File: config.mk
export PLATFORM = sky130hd
export DESIGN_NAME = double_ended_queue_core_flat
export DESIGN_NICKNAME = d
export VERILOG_FILES = /design/src/design/deq_pkg.sv /design/src/design/deq_req_if.sv /design/src/design/deq_rsp_if.sv /design/src/design/deq_cell.sv /design/src/design/deq_chain.sv /design/src/design/double_ended_queue_core.sv /design/src/flat_wrapper.sv
export SDC_FILE = /design/constraint.sdc
export NUM_CORES = 1
export LEC_CHECK = 0
export BUFFER_PORTS_ARGS = -buffer_cell sky130_fd_sc_hd__buf_2
export CAP_MARGIN = 10
export CORE_MARGIN = 3
export CORE_UTILIZATION = 30
export CTS_CLUSTER_SIZE = 28
export DETAILED_ROUTE_END_ITERATION = 12
export SLEW_MARGIN = 0
export SYNTH_ARGS = -nofsm -noshare
export SYNTH_HDL_FRONTEND = slang
export SYNTH_SLANG_ARGS = --single-unit
File: constraint.sdc
create_clock -name clock -period 5.4 [get_ports clock]
set_clock_uncertainty 0.1 [all_clocks]
set_input_delay 1.62 -clock clock [delete_from_list [all_inputs] [get_ports clock]]
set_output_delay 1.62 -clock clock [all_outputs]
set_load 0.005 [all_outputs]
File: src/design/deq_pkg.sv
// ----------------------------------------------------------------------------
// Double-ended queue package
// Shared types and constants for the double-ended queue core: operation and
// status codes, and the control word that drives a chain of storage cells.
// ----------------------------------------------------------------------------
package deq_pkg;

   // Width of one stored value and of the reported fill count.
   localparam int DataW = 32;
   localparam int FillW = 5;

   // Operation requested by one input word.
   typedef enum logic [1:0] {
      ACT_PUSH_FRONT = 2'd0,
      ACT_POP_FRONT  = 2'd1,
      ACT_PUSH_BACK  = 2'd2,
      ACT_POP_BACK   = 2'd3
   } action_type;

   // Outcome reported with each result word.
   typedef enum logic [1:0] {
      ST_OK    = 2'd0,
      ST_FULL  = 2'd1,
      ST_EMPTY = 2'd2
   } status_type;

   // What every cell of one chain does in a cycle.
   typedef enum logic [1:0] {
      CH_HOLD   = 2'd0,
      CH_INSERT = 2'd1,
      CH_REMOVE = 2'd2,
      CH_LOAD   = 2'd3
   } chain_op_type;

   // Control broadcast to all cells of one chain.
   typedef struct packed {
      chain_op_type             op;
      logic signed [DataW-1:0]  data;
   } chain_ctl_type;

endpackage

File: src/design/deq_req_if.sv
// ----------------------------------------------------------------------------
// Double-ended queue request channel
// Valid/ready channel carrying one operation word into the queue.
// ----------------------------------------------------------------------------
interface deq_req_if;

   logic                              valid;
   logic                              ready;
   deq_pkg::action_type               action;
   logic signed [deq_pkg::DataW-1:0]  data_in;

   modport source (output valid, output action, output data_in, input ready);
   modport sink   (input valid, input action, input data_in, output ready);

endinterface

File: src/design/deq_rsp_if.sv
// ----------------------------------------------------------------------------
// Double-ended queue response channel
// Valid/ready channel carrying one result word out of the queue.
// ----------------------------------------------------------------------------
interface deq_rsp_if;

   logic                              valid;
   logic                              ready;
   logic signed [deq_pkg::DataW-1:0]  data_out;
   deq_pkg::status_type               status;
   logic [deq_pkg::FillW-1:0]         fill_count;

   modport source (output valid, output data_out, output status, output fill_count,
                   input ready);
   modport sink   (input valid, input data_out, input status, input fill_count,
                   output ready);

endinterface

File: src/design/deq_cell.sv
// ----------------------------------------------------------------------------
// Double-ended queue storage cell
// One entry of a storage chain. It takes the value of its lower neighbor on
// an insert, of its upper neighbor on a remove, or the pushed value when the
// chain loads at its position.
// ----------------------------------------------------------------------------
module deq_cell (
   input  logic                              clock,
   input  deq_pkg::chain_ctl_type            ctl,
   input  logic                              load_hit,
   input  logic signed [deq_pkg::DataW-1:0]  lower_data,
   input  logic signed [deq_pkg::DataW-1:0]  upper_data,
   output logic signed [deq_pkg::DataW-1:0]  cell_data
);

   logic signed [deq_pkg::DataW-1:0] data_ff;
   logic signed [deq_pkg::DataW-1:0] data_in;

   // Select the next value of this entry.
   always_comb begin
      data_in = data_ff;
      case (ctl.op)
         deq_pkg::CH_HOLD:   data_in = data_ff;
         deq_pkg::CH_INSERT: data_in = lower_data;
         deq_pkg::CH_REMOVE: data_in = upper_data;
         deq_pkg::CH_LOAD:   data_in = load_hit ? ctl.data : data_ff;
         default:            data_in = data_ff;
      endcase
   end

   // Stored value; its content is meaningless until written.
   always_ff @(posedge clock) begin
      data_ff <= data_in;
   end

   assign cell_data = data_ff;

endmodule

File: src/design/deq_chain.sv
// ----------------------------------------------------------------------------
// Double-ended queue storage chain
// A row of cells that keeps the queue in order from one end, so that the
// entry at that end always sits in cell zero. Inserting shifts the row up by
// one cell, removing shifts it down, and loading writes the cell whose
// position equals the current entry count.
// ----------------------------------------------------------------------------
module deq_chain #(
   parameter int DEPTH = 16
) (
   input  logic                              clock,
   input  deq_pkg::chain_ctl_type            ctl,
   input  logic [$clog2(DEPTH+1)-1:0]        load_pos,
   output logic signed [deq_pkg::DataW-1:0]  head_data
);

   localparam int CountW = $clog2(DEPTH + 1);

   logic signed [deq_pkg::DataW-1:0] cell_data [DEPTH];

   // Build the row; each cell sees its two neighbors.
   for (genvar i = 0; i < DEPTH; i++) begin : g_cell
      logic signed [deq_pkg::DataW-1:0] lower_data;
      logic signed [deq_pkg::DataW-1:0] upper_data;
      logic                             load_hit;

      if (i == 0) begin : g_first
         assign lower_data = ctl.data;
      end else begin : g_inner_lower
         assign lower_data = cell_data[i-1];
      end

      if (i == DEPTH - 1) begin : g_last
         assign upper_data = cell_data[i];
      end else begin : g_inner_upper
         assign upper_data = cell_data[i+1];
      end

      assign load_hit = (load_pos == CountW'(i));

      deq_cell u_cell (
         .clock      (clock),
         .ctl        (ctl),
         .load_hit   (load_hit),
         .lower_data (lower_data),
         .upper_data (upper_data),
         .cell_data  (cell_data[i])
      );
   end

   assign head_data = cell_data[0];

endmodule

File: src/design/double_ended_queue_core.sv
// ----------------------------------------------------------------------------
// Double-ended queue core
// Bounded double-ended queue of signed 32-bit values with push and pop at
// both ends, one result word per request word.
// ----------------------------------------------------------------------------
// The queue accepts one request word per clock cycle while results drain and
// returns its result word from an output register; a new request is taken even
// while the previous result waits, as long as the output register frees up
// in the same cycle. Storage is two rows of DEPTH cells: one row keeps the
// entries ordered from the front, the other from the back, so both ends are
// always in cell zero of a row and every operation finishes in the cycle it
// is accepted. A push onto a full queue or a pop from an empty one is refused
// with a status code and leaves the queue unchanged. No clearing pass is
// needed after reset. The reported fill count is the entry count after the
// operation, kept to its five bits.
// ----------------------------------------------------------------------------
module double_ended_queue_core #(
   parameter int DEPTH = 16
) (
   input  logic        clock,
   input  logic        reset,
   deq_req_if.sink     req_bus,
   deq_rsp_if.source   rsp_bus
);

   localparam int CountW = $clog2(DEPTH + 1);

   // Queue occupancy.
   logic [CountW-1:0]                 count_ff;
   logic [CountW-1:0]                 count_in;

   // Result word register.
   logic                              rsp_valid_ff;
   logic                              rsp_valid_in;
   logic signed [deq_pkg::DataW-1:0]  rsp_data_ff;
   logic signed [deq_pkg::DataW-1:0]  rsp_data_in;
   deq_pkg::status_type               rsp_status_ff;
   deq_pkg::status_type               rsp_status_in;
   logic [deq_pkg::FillW-1:0]         rsp_fill_ff;
   logic [deq_pkg::FillW-1:0]         rsp_fill_in;

   // Chain control and heads.
   deq_pkg::chain_ctl_type            front_ctl;
   deq_pkg::chain_ctl_type            back_ctl;
   logic signed [deq_pkg::DataW-1:0]  front_head;
   logic signed [deq_pkg::DataW-1:0]  back_head;

   logic                              accept;
   logic                              full;
   logic                              empty;
   logic [31:0]                       count_wide;

   // A request is taken when the result register is free or being drained.
   assign req_bus.ready = !rsp_valid_ff || rsp_bus.ready;
   assign accept        = req_bus.valid && req_bus.ready;

   assign full  = (count_ff == CountW'(DEPTH));
   assign empty = (count_ff == '0);

   // Decode the operation into chain moves, the new count and the result.
   always_comb begin
      front_ctl.op   = deq_pkg::CH_HOLD;
      front_ctl.data = req_bus.data_in;
      back_ctl.op    = deq_pkg::CH_HOLD;
      back_ctl.data  = req_bus.data_in;
      count_in       = count_ff;
      rsp_data_in    = '0;
      rsp_status_in  = deq_pkg::ST_OK;
      if (accept) begin
         case (req_bus.action)
            deq_pkg::ACT_PUSH_FRONT: begin
               if (full) begin
                  rsp_status_in = deq_pkg::ST_FULL;
               end else begin
                  front_ctl.op = deq_pkg::CH_INSERT;
                  back_ctl.op  = deq_pkg::CH_LOAD;
                  count_in     = count_ff + 1'b1;
               end
            end
            deq_pkg::ACT_PUSH_BACK: begin
               if (full) begin
                  rsp_status_in = deq_pkg::ST_FULL;
               end else begin
                  front_ctl.op = deq_pkg::CH_LOAD;
                  back_ctl.op  = deq_pkg::CH_INSERT;
                  count_in     = count_ff + 1'b1;
               end
            end
            deq_pkg::ACT_POP_FRONT: begin
               if (empty) begin
                  rsp_status_in = deq_pkg::ST_EMPTY;
               end else begin
                  front_ctl.op = deq_pkg::CH_REMOVE;
                  rsp_data_in  = front_head;
                  count_in     = count_ff - 1'b1;
               end
            end
            deq_pkg::ACT_POP_BACK: begin
               if (empty) begin
                  rsp_status_in = deq_pkg::ST_EMPTY;
               end else begin
                  back_ctl.op = deq_pkg::CH_REMOVE;
                  rsp_data_in = back_head;
                  count_in    = count_ff - 1'b1;
               end
            end
            default: begin
               rsp_status_in = deq_pkg::ST_OK;
            end
         endcase
      end
   end

   // Fill count reported with the word, kept to its field width.
   assign count_wide  = 32'(count_in);
   assign rsp_fill_in = count_wide[deq_pkg::FillW-1:0];

   // The output register loads on accept and empties when drained.
   always_comb begin
      rsp_valid_in = rsp_valid_ff;
      if (accept) begin
         rsp_valid_in = 1'b1;
      end else if (rsp_bus.ready) begin
         rsp_valid_in = 1'b0;
      end
   end

   // Control state.
   always_ff @(posedge clock) begin
      if (reset) begin
         count_ff     <= '0;
         rsp_valid_ff <= 1'b0;
      end else begin
         count_ff     <= count_in;
         rsp_valid_ff <= rsp_valid_in;
      end
   end

   // Result payload.
   always_ff @(posedge clock) begin
      if (accept) begin
         rsp_data_ff   <= rsp_data_in;
         rsp_status_ff <= rsp_status_in;
         rsp_fill_ff   <= rsp_fill_in;
      end
   end

   // Row ordered from the front of the queue.
   deq_chain #(
      .DEPTH (DEPTH)
   ) u_front_chain (
      .clock     (clock),
      .ctl       (front_ctl),
      .load_pos  (count_ff),
      .head_data (front_head)
   );

   // Row ordered from the back of the queue.
   deq_chain #(
      .DEPTH (DEPTH)
   ) u_back_chain (
      .clock     (clock),
      .ctl       (back_ctl),
      .load_pos  (count_ff),
      .head_data (back_head)
   );

   assign rsp_bus.valid      = rsp_valid_ff;
   assign rsp_bus.data_out   = rsp_data_ff;
   assign rsp_bus.status     = rsp_status_ff;
   assign rsp_bus.fill_count = rsp_fill_ff;

endmodule

File: src/flat_wrapper.sv
// flat-port wrapper written by rule: the top's interface ports become plain ports
module double_ended_queue_core_flat 
#(
   parameter int DEPTH = 16
)
  (clock, reset, req_bus_valid, req_bus_action, req_bus_data_in, req_bus_ready, rsp_bus_valid, rsp_bus_data_out, rsp_bus_status, rsp_bus_fill_count, rsp_bus_ready);
  deq_req_if req_bus_i ();
  deq_rsp_if rsp_bus_i ();
  input  logic clock;
  input  logic reset;
  input wire logic [$bits(req_bus_i.valid)-1:0] req_bus_valid;
  input wire logic [$bits(req_bus_i.action)-1:0] req_bus_action;
  input wire logic [$bits(req_bus_i.data_in)-1:0] req_bus_data_in;
  output wire logic [$bits(req_bus_i.ready)-1:0] req_bus_ready;
  output wire logic [$bits(rsp_bus_i.valid)-1:0] rsp_bus_valid;
  output wire logic [$bits(rsp_bus_i.data_out)-1:0] rsp_bus_data_out;
  output wire logic [$bits(rsp_bus_i.status)-1:0] rsp_bus_status;
  output wire logic [$bits(rsp_bus_i.fill_count)-1:0] rsp_bus_fill_count;
  input wire logic [$bits(rsp_bus_i.ready)-1:0] rsp_bus_ready;
  assign req_bus_i.valid = req_bus_valid;
  assign req_bus_i.action = req_bus_action;
  assign req_bus_i.data_in = req_bus_data_in;
  assign req_bus_ready = req_bus_i.ready;
  assign rsp_bus_valid = rsp_bus_i.valid;
  assign rsp_bus_data_out = rsp_bus_i.data_out;
  assign rsp_bus_status = rsp_bus_i.status;
  assign rsp_bus_fill_count = rsp_bus_i.fill_count;
  assign rsp_bus_i.ready = rsp_bus_ready;
  double_ended_queue_core #(.DEPTH(DEPTH)) u_core (.clock(clock), .reset(reset), .req_bus(req_bus_i), .rsp_bus(rsp_bus_i));
endmodule
Word level (Yosys, flattened, before mapping)
Index checks and enable logic that the tools add are counted.
- multiplexer cells: 67
- shifts and indexed selects: 0
- magnitude comparators: 0
- div/mod/pow operators: 0
- reductions and logical operators: 44
- bitwise gates (word level): 4
- add/subtract/negate cells: 2
- eq/ne operators: 57
- multipliers: 0
- operators by type and width (operator ; number):
    $pmux W32 S3 ; 30
    $mux W32 ; 18
    $pmux W32 S2 ; 3
    $reduce_and A2 Y1 ; 32
    $eq A5 B4 Y1 const B ; 8
    $ne A2 B1 Y1 const B ; 16
    $ne A2 B2 Y1 const B ; 16
    $eq A5 B3 Y1 const B ; 4
    $mux W5 ; 3
    $eq A2 B2 Y1 const B ; 6
    $pmux W2 S3 ; 2
    $eq A5 B2 Y1 const B ; 2
    $mux W2 ; 5
    $pmux W5 S2 ; 1
    $reduce_or A2 Y1 ; 4
    $eq A2 B1 Y1 const B ; 3
    $logic_not A2 Y1 ; 3
    $add A5 B1 Y5 const B ; 1
    $eq A5 B1 Y1 const B ; 1
    $eq A5 B5 Y1 const B ; 1
    $logic_not A5 Y1 ; 1
    $sub A5 B1 Y5 const B ; 1
    $mux W1 ; 4
    $not A1 Y1 ; 4
    other kinds (5) ; 5
- output and inout bits: 41
- memory bits (read-only): 0
- logic and storage cells: 211
- bits of input ports: 38
- flip-flop bits (word level): 1069
- memory bits (writable): 0
- memories kept: 0
- latch bits: 0

Longest topological paths before layout
Gate-level depths: netlist of the first run.
- depth in word-level cells: 8
- depth in mapped cells: 10

By module
A second synthesis of the first run with hierarchy kept.
- cell total of the unflattened synthesis: 4782
- area, all modules: 56599.3 um^2
- modules (own cells, without submodules) (module ; sequential area each (um^2) ; cells each ; area an instance (um^2) ; instances):
    deq_cell ; 960.9 ; 142 ; 1685.4 ; 32
    double_ended_queue_core ; 1291.2 ; 182 ; 2209.6 ; 1
    deq_chain ; 0.0 ; 28 ; 229.0 ; 2

Least setup slack after synthesis of the first run
Ideal clock, no wire load.
- kind: input to register
- from: input rsp_bus_ready
- to: register u_core.u_front_chain.g_cell[15].u_cell.data_ff (netlist bit u_core.u_front_chain.g_cell[15].u_cell.cell_data[0]) (enable)
- cell stages on the path: 4
- slack: 122 ps
- data arrival time: 4707 ps
- buffers on the path: 1
- cell sequence: and2b_1 -> nor4_4 -> clkbuf_1 -> a21boi_0
- word-level cells in the longest chain between the ends: 7
- elaborated cells between the ends (all ways): 10
- ends and longest elaborated chain (element ; line ; RTL):
    start: declaration ; flat_wrapper.sv:19 ; input wire logic [$bits(rsp_bus_i.ready)-1:0] rsp_bus_ready;
    $logic_or A1 B1 Y1 * ; double_ended_queue_core.sv:54 ; assign req_bus.ready = !rsp_valid_ff || rsp_bus.ready;
    $logic_and A1 B1 Y1 * ; double_ended_queue_core.sv:55 ; assign accept = req_bus.valid && req_bus.ready;
    $mux W2 * ; double_ended_queue_core.sv:69 ; if (accept) begin
    $eq A2 B2 Y1 or $logic_not A2 Y1 (tied branches) ; deq_cell.sv:22 ; case (ctl.op)
    $reduce_or A2 Y1 (no line) ; - ;
    $not A1 Y1 (no line) ; - ;
    $reduce_and A2 Y1 (no line) * ; - ;
    end signal: assignment ; deq_cell.sv:33 ; data_ff <= data_in;
    end: declaration ; deq_cell.sv:16 ; logic signed [deq_pkg::DataW-1:0] data_ff;
Every way passes the cells marked *; elsewhere a longest branch is shown, timed or not.
A chain may end at the register's enable or synchronous reset.

Final worst setup path of the first run
- from: input rsp_bus_ready
- to: output req_bus_ready
- word-level cells in the longest chain between the ends: 1
- ends and longest elaborated chain (element ; line ; RTL):
    $logic_or A1 B1 Y1 ; double_ended_queue_core.sv:54 ;
    end: declaration ; flat_wrapper.sv:14 ; output wire logic [$bits(req_bus_i.ready)-1:0] req_bus_ready;
No other way between the ends.

==> results.toml, run 1 <==
[outcome]
status = "finished, final reports clean"

[clock_network]
insertion_delay_ps = 690
cts_root_buffer = "clkbuf_16"
post_cts_buffers = 0
cts.path.max_buffers = 3
cts.sinks = 1069
cts_resized = 0
cts_buffers = 104
htree_levels = 3
path_clk_slew_ps = 60
hold_buffers = 0
cts_tree = "yes"

[grt]
grt_antenna_before_repair = 5
grt_max_degree = 136
grt_pass1_vias = 26987
grt_pass1_wl_mm = 175.7
grt_remaining_overflow = 0
track_usage_pct = 14.40

[placement]
routabilityCongestion = 0.8205
hpwl_mm = 65.90
portBuffers = 78
dp.cells = 4544

[worst_setup_path]
cp-end-kind = "output pin"
crit_chain = "buf_2 -> and2b_1 -> inv_1 -> buf_2"
cp-start-kind = "primary input"
crit_top_cell = "buf_2"
worstPathArrival_ps = 2320
critPathMaxStageDelay_ps = 300
critical_path_required_ps = 3680
crit_fanout = 4
critical_path.slowest_cell = "and2b_1"
path_class = "in -> out"

[pwr]
power_leakage_nw = 17.21
peakVddDrop_v = 0.0002576
power.density_nw_per_um2 = 400.9
power_w = 0.02064

[yosys]
yosys_register_bits = 1069
muxShareOfSynthArea_pct = 2.285
synth.most_common_cell = "edfxtp_1"
synth_nets = 2771
async_flop_share_pct = 0
synth_xor_area_share_pct = 0.03845
syn-mean-instance-area_sq_um = 16.71
synth-compound-area-share_pct = 21.46
ys.flop_type = "edfxtp_1"
yosysSeqAreaShare_pct = 70.32
yosysTopAreaCellShare_pct = 70.06
synth_area_leaders = "edfxtp_1 70%, a221o_1 20%, buf_2 2.0%"
synth_top_family_by_area = "compound AO/OA/AOI/OAI gates"
synth_edf_count = 1063
postSynthCellCount = 2727
yosysTopAreaCell = "edfxtp_1"
yosysUniqueCellTypes = 52
ys_top_cells_by_count = "1063 x edfxtp_1, 896 x a221o_1, 178 x buf_2"
synth-simple-area-share_pct = 1.952
synth_fa_ha_area_share_pct = 0.1648
synth_area_sq_um = 45560
ys_warn_count = 0

[routing]
first_pass_iters = 7
drt_iter0_markers = 3784
drc_errors = 0
ant_nets = 0
via_per_inst = 5.962
wl_mm = 118.9
wl_per_cell_um = 25.10
vias = 28240

[finish]
syn2layout_area_growth_pct = 13.01
final_util_pct = 34.26
nNetsFinal = 2678
final_cells = 4737
seq_area_sq_um = 32040
multi_input_area_sq_um = 12240
drive_gt1_share_pct = 15.55
final.fill_count = 14385

[sta]
slew_viol_final = 0
hold_viol = 0
fin_tns_setup_ps = 0
worst_slew_pin_slew_ps = 1035
max_slew_margin_pct = 30.74
setup_violations = 0
rsz0062_at_grt = "no"
post-route-period-util_pct = 74.83
period_minus_slack_ps = 4041
fmax_mhz = 247.5

[flow_run]
maxCapViolCount = 0

[floorplan]
rows = 142
io_pins = 79
core_area_sq_um = 150300
die_w_um = 395.7
die-area_sq_um = 156600
initial_utilization_pct = 30.31
die_y_um = 395.7

[hold_path]
min_path_type = "reg -> reg"
-- cells in the final DEF (no fill, tap or decap), types with 3 or more instances in the layout --
| cell type | Yosys | layout |
|---|---|---|
| edfxtp_1 | 1063 | 1063 |
| a221o_1 | 896 | 896 |
| clkbuf_16 | 0 | 107 |
| buf_2 | 178 | 78 |
| buf_4 | 10 | 71 |
| and3_1 | 67 | 66 |
| a21o_1 | 64 | 64 |
| mux2_2 | 64 | 64 |
| nor2_1 | 39 | 39 |
| mux2i_1 | 32 | 32 |
| clkinv_1 | 0 | 31 |
| a21oi_4 | 0 | 30 |
| buf_12 | 0 | 24 |
| nand2_1 | 21 | 19 |
| clkinv_2 | 0 | 17 |
| clkbuf_1 | 152 | 17 |
| inv_1 | 8 | 8 |
| bufinv_16 | 0 | 8 |
| diode_2 | 0 | 7 |
| nand3_1 | 7 | 7 |
| nor2b_1 | 7 | 7 |
| ha_1 | 6 | 6 |
| dfxtp_1 | 6 | 6 |
| inv_6 | 0 | 4 |
| nor3_1 | 4 | 3 |
| a21oi_1 | 33 | 3 |
-- cell families (layout without fill, tap and decap cells) --
| logic type | Yosys count | after routing |
|---|---|---|
| other | 0 | 7 |
| buffers and inverters | 381 | 368 |
| flip-flops | 1069 | 1069 |
| XOR/XNOR | 2 | 2 |
| multiplexers | 96 | 96 |
| adder cells (fa/ha/maj) | 6 | 6 |
| AND/OR/NAND/NOR | 159 | 159 |
| AO/OA/AOI/OAI | 1014 | 1014 |
-- layer usage --
layer	share of wire, %	track usage [%]	vias to the layer above
met4	1.7	3.265	0
met2	43	20.31	1302
met5	0	0	-
met1	47	22.46	14926
li1	-	-	11884
met3	8.3	2.978	128
-- flip-flops by register name, summed over array words and instances, names as in the netlist --
name	cells
u_core.count_ff	5
u_core.rsp_bus.data_out	32
u_core.rsp_bus.status	2
u_core.u_back_chain.g_cell.u_cell.cell_data	512
u_core.rsp_bus.fill_count	5
u_core.u_front_chain.g_cell.u_cell.cell_data	512
u_core.rsp_bus.valid	1
-- worst max-delay path: cells and delay by family --
family | cells | cell delay, ps
AND/OR/NAND/NOR | 1 | 300
buffers and inverters | 3 | 390
-- path summary, 6_finish.rpt --
check	slack, ps	end	cells after the start	start
hold reg to reg	440	register	1	register
hold / removal	440	register	1	register
setup reg to reg	1680	register	7	u_core.count_ff[0]$_SDFF_PP0_
setup / recovery	1360	req_bus_ready	4	rsp_bus_ready
-- metrics by stage --
stage / setup slack, ps / area [sq um] / hold WS, ps
finish: 1359 / 51490 / 442.5
global route: 1339 / 51480 / 461.3
CTS: 1378 / 51470 / 442.1
detailed placement: 807.4 / 48240 / 435.0
global placement: 853.4 / 48240 / 428.1
floorplan: 122.1 / 45560 / 421.8
-- power breakdown --
part	switching (W)	total (W)	internal [W]
Combinational	0.00153	0.00266	0.00113
Sequential	0.000493	0.0109	0.0104
Clock	0.00313	0.00711	0.00398
Total	0.00515	0.0206	0.0155
-- cell type report --
class                      count  share of cell area [%]
sequential                  1069                   62.23
multi-input combinational   1277                   23.77
clock buffer                 124                   5.324
tap                         2016                   4.899
timing repair buffer         173                   2.726
clock inverter                62                  0.9574
inverter                       9                 0.06561
antenna                        7                 0.03402
No activity file was read; power rests on OpenSTA's default activity.
==> inputs of run 2 (changes only) <==
- clock period: 5.4 -> 3.8 ns (I/O delays scaled with it)
==> run 2 against run 1 <==
  * First-iteration DRC count increased by 3.3%
  * Non-clock buffer count rose by 8
  * Sequential share of layout area is 0.63 points lower
  * Total power grew 43%
  * Critical endpoint unchanged
  * Highest routed layer is now met5
==> results.toml, run 2 (synthesized netlist as in run 1, its figures left out) <==
[finish]
final_cells = 4742
final_cell_area_sq_um = 52020
drive_gt1_share_pct = 15.86
nNetsFinal = 2685
final.fill_count = 14253
layout_common_cells = "1063 x edfxtp_1, 896 x a221o_1, 105 x clkbuf_16"
final_common_cell = "edfxtp_1"
syn2layout_area_growth_pct = 14.17

[floorplan]
io_pins = 79
die_w_um = 395.7
die_y_um = 395.7
die-area_sq_um = 156600
core_area_sq_um = 150300
initial_utilization_pct = 30.31
rows = 142

[sta]
hold_viol = 0
slew_viol_final = 0
setup_violations = 0
rsz0062_at_grt = "no"
worst_slew_pin_slew_ps = 1066
period_minus_slack_ps = 3150
max_slew_margin_pct = 28.68
fmax_mhz = 317.5
timing.final.ws_setup_ps = 650.4
post-route-period-util_pct = 82.88

[worst_setup_path]
cp-start-kind = "primary input"
worstPathArrival_ps = 1910
critical_path.slowest_cell = "and2b_1"
crit_family = "buffers and inverters"
cp-end-kind = "output pin"
crit_buf_inv = 4
crit_chain = "buf_2 -> and2b_1 -> inv_1 -> buf_4 -> buf_2"
path_class = "in -> out"
critPathMaxStageDelay_ps = 300
critical_path_required_ps = 2560
crit_top_cell = "buf_2"
r2r_setup_slack_ps = 690
crit_fanout = 3

[grt]
grt_antenna_before_repair = 7
grt_pass1_vias = 26084
gr-usage-met3_pct = 2.662
grt_pass1_wl_mm = 173.5
met2_usage_pct = 19.88
use_met1_pct = 22.29
grt_remaining_overflow = 0
grt_busiest_layer = "met1"
track_usage_pct = 14.28
grt_max_degree = 197

[pwr]
p_int_w = 0.02227
peakVddDrop_v = 0.0003543
p_clk_share_pct = 34.7
combPwrFrac_pct = 13.1
power.density_nw_per_um2 = 568.9
power_w = 0.02959
power_leakage_nw = 17.37
pwr-share-seq_pct = 52.2
power.switching_w = 0.007323
swShare_pct = 24.75

[placement]
routabilityCongestion = 0.7806
dp.cells = 4552
postPlaceCellArea_sq_um = 48700
hpwl_mm = 64.56
dpl_worst_slack_ps = 283.8
portBuffers = 78

[clock_network]
cts_buffers = 103
path_clk_slew_ps = 60
cts_root_buffer = "clkbuf_16"
htree_levels = 3
hold_buffers = 0
post_cts_buffers = 0
insertion_delay_ps = 700
cts.sinks = 1069
cts_resized = 0
cts.path.max_buffers = 3
cts_tree = "yes"

[routing]
wl_per_cell_um = 24.78
via_per_inst = 5.938
ant_nets = 0
wl_mm = 117.5
first_pass_iters = 5
drc_errors = 0
vias = 28159
drt_iter0_markers = 3907

[flow_run]
maxCapViolCount = 0

[outcome]
status = "finished, final reports clean"

[hold_path]
min_path_type = "reg -> reg"
## run 2: metal layers
metal  up-vias  part of all wire (%)
li1      11870                     -
met1     14691                    47
met2      1428                    42
met3       166                   8.3
met4         4                   2.6
met5         -                 0.026
## run 2: layout make-up
type	instances	area, sq um	area share [%]
Sequential cell	1069	32040	61.59
Multi-Input combinational cell	1277	12240	23.53
Clock buffer	133	2733	5.253
Tap cell	2016	2522	4.849
Timing Repair Buffer	181	1864	3.584
Clock inverter	54	576.8	1.109
Inverter	9	36.28	0.06975
Antenna cell	3	7.507	0.01443
## run 2: worst register-to-register path, stage by stage, from the launching register on
cell      delay (ps)
dfxtp_1          420
inv_1            130
ha_1             300
and4bb_4         270
nor2_1           520
o21ai_4          410
a21oi_4          260
buf_12           290
## run 2: path summary, 6_finish.rpt
kind                                                     from  cells after the start            end
worst max-delay path                            rsp_bus_ready                      5  req_bus_ready
worst min register to register                       register                      1       register
worst max register to register  u_core.count_ff[0]$_SDFF_PP0_                      7       register
worst min-delay path                                 register                      1       register
## run 2: power by group through the flow
| stage | registers (W) | logic [W] | clock network (W) |
|---|---|---|---|
| final | 0.0154 | 0.00388 | 0.0103 |
| after global routing | 0.0155 | 0.00415 | 0.0110 |
| after CTS | 0.0154 | 0.00387 | 0.0105 |
| after detailed placement | 0.0156 | 0.00385 | 0 |
| after global placement | 0.0156 | 0.00376 | 0 |
| after floorplan | 0.0154 | 0.00258 | 0 |
## run 2: through the flow
stage          setup TNS (ps)  util (%)  hold WS, ps
2_1_floorplan           -5172         -        421.8
3_3_place_gp                0     32.40        426.0
3_5_place_dp                0     32.40        435.3
4_1_cts                     0     34.60        442.0
5_1_grt                     0     34.60        461.1
6_report                    0     34.61        440.0
